**config.mk**
```make
export PLATFORM = sky130hd
export DESIGN_NAME = scf_ctrl
export DESIGN_NICKNAME = d
export VERILOG_FILES = /design/src/rtl/scf_pkg.sv /design/src/rtl/scf_ctrl.sv
export SDC_FILE = /design/constraint.sdc
export NUM_CORES = 1
export LEC_CHECK = 0
export BUFFER_PORTS_ARGS = -buffer_cell sky130_fd_sc_hd__buf_2
export CORE_AREA = 2 2 39 41
export DETAILED_ROUTE_END_ITERATION = 8
export DIE_AREA = 0 0 41 43
export SKIP_LAST_GASP = 1
export SYNTH_ARGS = -nofsm -noshare
export SYNTH_HDL_FRONTEND = slang
export SYNTH_SLANG_ARGS = --single-unit
```
**constraint.sdc**
```tcl
create_clock -name clk -period 1.9 [get_ports clk]
set_input_delay 0.095 -clock clk [delete_from_list [all_inputs] [get_ports clk]]
set_output_delay 0.095 -clock clk [all_outputs]
set_load 0.02 [all_outputs]
```
**src/rtl/scf_pkg.sv**
```systemverilog
package scf_pkg;

  localparam int DEF_TAPS     = 5;
  localparam int DEF_MAX_COLS = 1024;
  localparam int DEF_MAX_ROWS = 1024;

  localparam int PIX_W     = 16;
  localparam int COEF_W    = 16;
  localparam int VAL_W     = 24;
  localparam int POS_W     = 10;
  localparam int SIZE_W    = 11;
  localparam int DIM_W     = 13;
  localparam int NCOEF     = 5;
  localparam int CIDX_W    = 3;
  localparam int TAP_MAX_W = 3;
  localparam int CFG_IDX_W = 3;
  localparam int PROD_W    = VAL_W + COEF_W;
  localparam int ACC_W     = 44;
  localparam int FRAC      = 14;
  localparam int IN_DATA_W  = 16;
  localparam int OUT_DATA_W = 48;

  localparam logic [CFG_IDX_W-1:0] REG_WIDTH  = 3'd5;
  localparam logic [CFG_IDX_W-1:0] REG_HEIGHT = 3'd6;

  localparam logic signed [COEF_W-1:0] COEF_CENTER_RESET = 16'sd16384;
  localparam logic [CIDX_W-1:0]        COEF_CENTER_IDX   = 3'd2;
  localparam logic [SIZE_W-1:0]        SIZE_RESET        = 11'd1024;

  typedef struct packed {
    logic                 accept;
    logic                 mul_en;
    logic                 pass_v;
    logic [TAP_MAX_W-1:0] tap;
    logic                 acc_clr;
    logic                 mem_wr;
    logic                 out_load;
  } cmd_t;

  typedef struct packed {
    logic h_ok;
    logic v_ok;
    logic out_full;
  } stat_t;

  function automatic logic signed [VAL_W-1:0] sat24(input logic signed [ACC_W-1:0] acc);
    logic signed [ACC_W-1:0] sh;
    sh = acc >>> FRAC;
    if (sh > $signed(ACC_W'(8388607))) begin
      sat24 = 24'sh7FFFFF;
    end else if (sh < -$signed(ACC_W'(8388608))) begin
      sat24 = 24'sh800000;
    end else begin
      sat24 = sh[VAL_W-1:0];
    end
  endfunction

endpackage

```
**src/rtl/scf_ctrl.sv**
```systemverilog
module scf_ctrl #(
  parameter int TAPS = scf_pkg::DEF_TAPS
) (
  input  logic           clk,
  input  logic           rst,
  input  logic           in_valid,
  output logic           in_ready,
  input  scf_pkg::stat_t st,
  output scf_pkg::cmd_t  cmd
);

  typedef enum logic [2:0] {
    IDLE, HMAC, HFIN, HSAT, VMAC, VFIN, VOUT
  } state_t;

  localparam logic [scf_pkg::TAP_MAX_W-1:0] TAP_LAST = scf_pkg::TAP_MAX_W'(TAPS - 1);

  state_t                          state;
  logic [scf_pkg::TAP_MAX_W-1:0]   tap;

  assign in_ready = (state == IDLE);

  always_comb begin
    cmd          = '0;
    cmd.accept   = in_valid && (state == IDLE);
    cmd.mul_en   = (state == HMAC) || (state == VMAC);
    cmd.pass_v   = (state == VMAC);
    cmd.tap      = tap;
    cmd.acc_clr  = cmd.mul_en && (tap == '0);
    cmd.mem_wr   = (state == HSAT);
    cmd.out_load = (state == VOUT) && !st.out_full;
  end

  always_ff @(posedge clk) begin
    if (rst) begin
      state <= IDLE;
      tap   <= '0;
    end else begin
      unique case (state)
        IDLE: begin
          tap <= '0;
          if (in_valid && st.h_ok) begin
            state <= HMAC;
          end
        end
        HMAC: begin
          if (tap == TAP_LAST) begin
            tap   <= '0;
            state <= HFIN;
          end else begin
            tap <= tap + 1'b1;
          end
        end
        HFIN: state <= HSAT;
        HSAT: begin
          tap   <= '0;
          state <= st.v_ok ? VMAC : IDLE;
        end
        VMAC: begin
          if (tap == TAP_LAST) begin
            tap   <= '0;
            state <= VFIN;
          end else begin
            tap <= tap + 1'b1;
          end
        end
        VFIN: state <= VOUT;
        VOUT: begin
          if (!st.out_full) begin
            state <= IDLE;
          end
        end
        default: state <= IDLE;
      endcase
    end
  end

endmodule

```
# After elaboration in Yosys (flattened, before gate mapping)
# Cells that the tools add are included.
[totals] register_bits=6 in_bits=6 output_inout_bits=10
[classes] n_addsub=1 n_eq_ne=11 muxes=8 reduce_logical=12
[op_table] op="one-hot mux 3 bit (7 select lines)" count=1
[op_table] op="two-way mux 3 bit" count=6
[op_table] op="== test 3 bit (second input constant)" count=4
[op_table] op="== test 3 x 2 -> 1 bit (second input constant)" count=2
[op_table] op="logical NOT 3 bit" count=2
[op_table] op="inequality test 2 x 1 -> 1 bit (second input constant)" count=3
[op_table] op="one-hot mux 3 bit (2 select lines)" count=1
[op_table] op="logical AND 1 bit" count=4
[op_table] op="AND reduction 4 bit" count=1
[op_table] op="OR reduction 2 bit" count=2
[op_table] op="adder 3 x 1 -> 3 bit (second input constant)" count=1
[op_table] op="== test 3 x 1 -> 1 bit (second input constant)" count=1
[op_table] op="inequality test 2 bit (second input constant)" count=1
[op_table] op="nonzero test 2 bit" count=1
[op_table] op="logical NOT 1 bit" count=1
[op_table] op="logical OR 1 bit" count=1

# Longest topological paths before layout
# Gate-level depths: netlist (run 1).
[logic_depth] ltp_word=3 mapped_depth=5 ltp_nobuf=5

# Worst setup path after synthesis (run 1)
# OpenSTA, ideal clock, no wires.
[synth_path] path_kind="reg-to-reg" start="register tap[0] (netlist name)" end="register state[0]" setup_ns=0.084 arrival_ns=1.472 required_ns=1.816 path_slack_ns=0.343 path_stages_with_launch=6 period_less_slack_ns=1.557 path_cell_list="dfxtp_1 inv_1 ha_1 a21o_2 mux2_2 o31ai_2"
[synth_via] elab_chain_cells=3
[synth_rtl] item="start, declared" line="scf_ctrl.sv:19" source="logic [scf_pkg::TAP_MAX_W-1:0] tap;"
[synth_rtl] item="start signal, assigned" line="scf_ctrl.sv:51" source="tap <= tap + 1'b1;"
[synth_rtl] item="start signal, assigned" line="scf_ctrl.sv:64" source="tap <= tap + 1'b1;"
[synth_rtl] item="== test 3 bit *" line="scf_ctrl.sv:47, scf_ctrl.sv:60"
[synth_rtl] item="inequality test 2 x 1 -> 1 bit (no source line)"
[synth_rtl] item="AND reduction 4 bit (no source line) *"
[synth_rtl] item="end signal, assigned" line="scf_ctrl.sv:57" source="state <= st.v_ok ? VMAC : IDLE;"
[synth_rtl] item="end, declared" line="scf_ctrl.sv:18" source="state_t state;"
# Mark *: on every way between the ends. The rest lies on a longest branch, timed or not.
# A chain may end at the register's enable or synchronous reset.

==> results.py, run 1 <==
metrics = {
    "outcome": {
        "status": "finished, final reports clean",
    },
    "pwr": {
        "power.leakage_nw": 0.252,
        "ir_drop_mv": 0.334,
        "power_density_nw_per_um2": 608,
    },
    "sta": {
        "fin_tns_setup_ns": 0,
        "slew_headroom_pct": 65.8,
        "period_needed_ns": 1.65,
        "final-setup-viol-count": 0,
        "worstMarginPinSlew_ns": 0.513,
        "period_share_pct": 86.7,
        "skew_ns": 0.00770,
        "max_freq_mhz": 607,
        "final_max_slew_viol_count": 0,
        "final_hold_viol_count": 0,
        "rsz0062_at_grt": "false",
    },
    "floorplan": {
        "die_y_um": 43,
        "die_area_um2": 1760,
        "start_util_pct": 35.2,
        "row_count": 14,
        "pin_count": 16,
        "fp.dieW_um": 41,
        "core_area_um2": 1380,
    },
    "worst_setup_path": {
        "setup.worst_path.end_class": "output pin",
        "reg2reg_to": "tap[2]",
        "path_class": "flop to output pin",
        "crit_arrival_ns": 1.55,
        "ff2ff_path_depth": 5,
        "crit_start": "state[2]",
        "crit_slowest_cell": "dfxtp_1",
        "reg2reg_slack_ns": 0.38,
        "rr_startpoint": "tap[0]",
        "cpPeakStageDelay_ns": 0.63,
        "required_ns": 1.80,
        "path_cells": "xor2_1 > and2_1 > and3b_1 > buf_2",
        "endpoint": "cmd[2]",
        "crit_path_start_kind": "flop",
        "cp_max_fo": 17,
    },
    "cts": {
        "post_cts_buffers": 0,
        "cts.sinks": 6,
        "cts-resized-gates": 0,
        "numCtsBuffers": 3,
        "cts_tree": "done",
        "clk_latency_ns": 0.25,
        "h-tree-depth": 1,
        "root_buffer": "clkbuf_4",
        "ctsHoldBuffers": 0,
        "path_clk_slew_ns": 0.04,
        "clk_path_buf_depth": 2,
    },
    "detailed_routing": {
        "initialDrtViolationCount": 7,
        "firstDrtPassIters": 3,
        "ant_nets": 0,
        "wl_per_cell_um": 11.3,
        "drcViolationCount": 0,
        "via_per_inst": 5.33,
        "wl_um": 947,
        "vias": 448,
    },
    "synthesis": {
        "synth_area_leaders": "dfxtp_1 25%, and4bb_2 5.1%, ha_1 5.1%",
        "netlist_area_um2": 487,
        "yosysWarnings": 0,
        "syn-num-nets": 62,
        "synth_cells": 54,
        "seq_area_frac_synth_pct": 24.7,
        "synth_top_area_cell": "dfxtp_1",
        "yosysUniqueCellTypes": 32,
        "synth_top_area_share_pct": 24.7,
        "ys_ff_latch": 6,
        "syn_area_per_cell_um2": 9.01,
    },
    "grt": {
        "met2_usage_pct": 17.8,
        "met3_usage_pct": 3.14,
        "busiest_layer": "met1",
        "grtUsageMet1_pct": 19.3,
        "grt_max_degree": 18,
        "grt_pass1_wl_um": 1610,
        "antenna_found_initial": 0,
        "grt.total_usage_pct": 13.3,
        "overflow": 0,
        "grt_pass1_vias": 375,
    },
    "finish": {
        "area_growth_pct": 15.7,
        "num-nets-final": 78,
        "n_antenna_cell": 0,
        "final_cell_mix": "15 x buf_2, 6 x dfxtp_1, 4 x inv_1, 4 x nand2_1",
        "drive_above_1_share_pct": 41.2,
        "nFillCells": 145,
        "finish.utilization_pct": 40.7,
        "final_common_cell": "buf_2",
    },
    "worst_hold_path": {
        "hp-class": "input pin to flop",
    },
    "run": {
        "max-cap-violations": 0,
    },
    "place": {
        "place.gp.congestion": 0.650,
        "io_buffers": 15,
    },
}
worst max-delay path, delay by kind of cell (launching register included):
kind / cells / cell delay, ns
buf+inv: 1 / 0.15
xor+xnor: 1 / 0.21
flops: 1 / 0.63
simple gates: 2 / 0.31
cell families (layout without fill, tap and decap cells):
group	Yosys count	after routing	share of synthesized area, %
AO/OA/AOI/OAI	13	13	21.1
XOR/XNOR	1	1	1.80
adder cells (fa/ha/maj)	2	2	5.14
buffers and inverters	8	22	11.6
flip-flops	6	6	24.7
multiplexers	2	2	4.63
AND/OR/NAND/NOR	22	22	31.1
area by class of cell:
| class | instances | area, um^2 | area share [%] |
|---|---|---|---|
| repair buffers | 15 | 75.1 | 13.3 |
| clock buffers | 3 | 22.5 | 4.00 |
| multi-input cells | 40 | 310 | 55.1 |
| flip-flops and latches | 6 | 120 | 21.3 |
| inverters | 4 | 15.0 | 2.67 |
| well taps | 16 | 20.0 | 3.56 |
cell usage after synthesis, drive strengths merged:
master,count
nor2,2
a21oi,3
a32oi,1
a31oi,1
ha,2
and4bb,2
dfxtp,6
a221oi,1
a2111oi,1
nor2b,1
mux2,2
and3b,2
o21ai,1
buf,3
xor2,1
a311oi,1
nand2,4
nor4b,2
o311a,1
a211o,1
nand3,2
and2,2
or4,1
o31ai,1
nor3,2
clkbuf,1
nor3b,2
inv,4
a21o,1
routing by layer:
metal	up-vias	share of wire, %
met5	-	0
met4	0	0
met3	0	6.4
met2	13	46
met1	203	48
li1	232	-
per-stage QoR:
step	instance area (um^2)	hold slack, ns	std cells	setup slack (ns)	total power, W
after floorplan	487	0.164	54	0.343	0.000205
after global placement	541	0.344	81	0.410	0.000226
after detailed placement	541	0.351	81	0.344	0.000227
after CTS	563	0.0948	84	0.219	0.000350
after global routing	563	0.120	84	0.0458	0.000365
final	563	0.0983	84	0.252	0.000342
flip-flops by register name (all words and copies together), names as in the netlist:
register / cells
tap: 3
state: 3
how the worst min path moves through the flow:
| stage | start | to | slack [ns] | depth (start not counted) |
|---|---|---|---|---|
| after floorplan | rst | state[1] | 0.16 | 1 |
| after global placement | st[1] | state[2] | 0.34 | 3 |
| after detailed placement | st[1] | state[2] | 0.35 | 3 |
| after CTS | st[1] | state[2] | 0.09 | 3 |
| after global routing | rst | state[1] | 0.12 | 2 |
| final | st[1] | state[2] | 0.1 | 3 |
power breakdown:
group | total (W) | switching, W | internal, W
clock network | 0.000119 | 0.0000474 | 0.0000716
logic | 0.0000739 | 0.0000402 | 0.0000337
registers | 0.000149 | 0.0000170 | 0.000132
Power figures use the tool's default switching activity.
==> inputs of run 2 (changes only) <==
==> constraint.sdc (replaced) <==
create_clock -name clk -period 1.9 [get_ports clk]
set_input_delay 0.285 -clock clk [delete_from_list [all_inputs] [get_ports clk]]
set_output_delay 0.285 -clock clk [all_outputs]
set_load 0.02 [all_outputs]
==> run 2 against run 1 <==
  * Critical endpoint unchanged
  * Power is 1.9% higher
  * Register-to-register slack worse by 0.04 ns
  * Fmax is 2.3% lower
  * Wire length is 8.4% higher
  * Via count is 4.7% higher
  * Final area is 1.8% higher
  * Global-route usage is 0.42 points higher
  * Clock skew is 0.0034 ns lower
  * First-iteration DRC count is 14% lower
  * Sequential power hardly changed
  * Worst setup slack worse by 0.039 ns
  * Die area stayed put
==> results.py, run 2 (synthesis gave the netlist of run 1 again) <==
metrics = {
    "outcome": {
        "status": "finished, final reports clean",
    },
    "floorplan": {
        "start_util_pct": 35.2,
        "fp.dieW_um": 41,
        "core_area_um2": 1380,
        "row_count": 14,
        "die_area_um2": 1760,
        "pin_count": 16,
        "die_y_um": 43,
    },
    "worst_setup_path": {
        "path_class": "flop to output pin",
        "ff2ff_path_depth": 5,
        "crit_path_start_kind": "flop",
        "setup.worst_path.end_class": "output pin",
        "crit_arrival_ns": 1.40,
        "cp_max_fo": 15,
        "required_ns": 1.62,
    },
    "sta": {
        "max_freq_mhz": 593,
        "fin_tns_setup_ns": 0,
        "slew_headroom_pct": 75.4,
        "period_needed_ns": 1.69,
        "rsz0062_at_grt": "false",
        "skew_ns": 0.00432,
        "final_max_slew_viol_count": 0,
        "worstMarginPinSlew_ns": 0.359,
        "period_share_pct": 88.8,
        "final_hold_viol_count": 0,
        "final-setup-viol-count": 0,
    },
    "cts": {
        "post_cts_buffers": 0,
        "clk_latency_ns": 0.25,
        "ctsHoldBuffers": 0,
        "h-tree-depth": 1,
        "path_clk_slew_ns": 0.05,
        "cts.sinks": 6,
        "root_buffer": "clkbuf_4",
        "numCtsBuffers": 3,
        "cts-resized-gates": 0,
        "clk_path_buf_depth": 2,
        "cts_tree": "done",
    },
    "run": {
        "max-cap-violations": 0,
    },
    "finish": {
        "area_growth_pct": 17.7,
        "nFillCells": 149,
        "ff_latch_area_um2": 123,
        "num-nets-final": 79,
        "n_antenna_cell": 0,
        "final_cell_mix": "15 x buf_2, 4 x inv_1, 4 x nand2_1, 4 x dfxtp_1",
        "drive_above_1_share_pct": 44.9,
        "largestRegisters": "state (3), tap (3)",
        "finish.utilization_pct": 41.4,
        "final_common_cell": "buf_2",
        "multiInputGateArea_um2": 310,
        "fin_area_um2": 573,
    },
    "pwr": {
        "power_density_nw_per_um2": 608,
        "ir_drop_mv": 0.242,
        "power.leakage_nw": 0.258,
    },
    "grt": {
        "grt_pass1_wl_um": 1660,
        "grt.total_usage_pct": 13.7,
        "grt_pass1_vias": 376,
        "overflow": 0,
        "grt_max_degree": 16,
        "antenna_found_initial": 0,
    },
    "place": {
        "place.gp.congestion": 0.691,
        "io_buffers": 15,
        "post_dp_cell_area_um2": 548,
    },
    "detailed_routing": {
        "wl_per_cell_um": 12.1,
        "dr_wl_met2_um": 418,
        "wl_um": 1030,
        "wl_met1_um": 508,
        "ant_nets": 0,
        "vias": 469,
        "firstDrtPassIters": 4,
        "initialDrtViolationCount": 6,
        "drcViolationCount": 0,
        "dr.max_layer_used": "met4",
        "via_per_inst": 5.52,
        "met3_length_um": 92,
    },
    "worst_hold_path": {
        "hp-class": "input pin to flop",
        "hold_depth": 3,
    },
}
[run 2: cell types whose count changed in the layout (fill, tap and decap cells not counted), sizes merged]
cell  previous run  this run
buf             15        16
[run 2: worst paths after layout]
| kind | end | slack, ns | start |
|---|---|---|---|
| min | state[2] | 0.27 | st[1] |
| max reg2reg | tap[0] | 0.34 | tap[0] |
| min reg2reg | tap[1] | 0.56 | tap[1] |
| max | cmd[2] | 0.21 | state[0] |
[run 2: report_power, final]
| group | leakage (nW) | switching, W | internal [W] |
|---|---|---|---|
| Clock | 0.0138 | 0.0000521 | 0.0000719 |
| Sequential | 0.0496 | 0.0000174 | 0.000133 |
| Combinational | 0.195 | 0.0000407 | 0.0000338 |
[run 2: area by class of cell]
class	instances	area share, %
Multi-Input combinational cell	40	54.1
Sequential cell	6	21.4
Timing Repair Buffer	16	14.4
Clock buffer	3	3.93
Tap cell	16	3.49
Inverter	4	2.62
[run 2: worst max-delay path: stages (launching register included)]
cell and delay [ns]:
dfxtp_2 0.48, xor2_1 0.21, and2_1 0.16, and3b_1 0.15, buf_2 0.15
[run 2: stage by stage]
step / setup WS, ns / cells / total power [W] / hold WS (ns)
floorplan: 0.232 / 54 / 0.000205 / 0.354
global placement: 0.287 / 82 / 0.000226 / 0.531
detailed placement: 0.318 / 82 / 0.000226 / 0.533
CTS: 0.0579 / 85 / 0.000352 / 0.276
global route: 0.0917 / 85 / 0.000368 / 0.289
finish: 0.213 / 85 / 0.000349 / 0.274
[run 2: per-layer routing]
layer	vias up	track usage, %
met1	215	18.7
met5	-	0
met2	18	18.4
met3	2	6.81
met4	0	4.00
li1	234	-
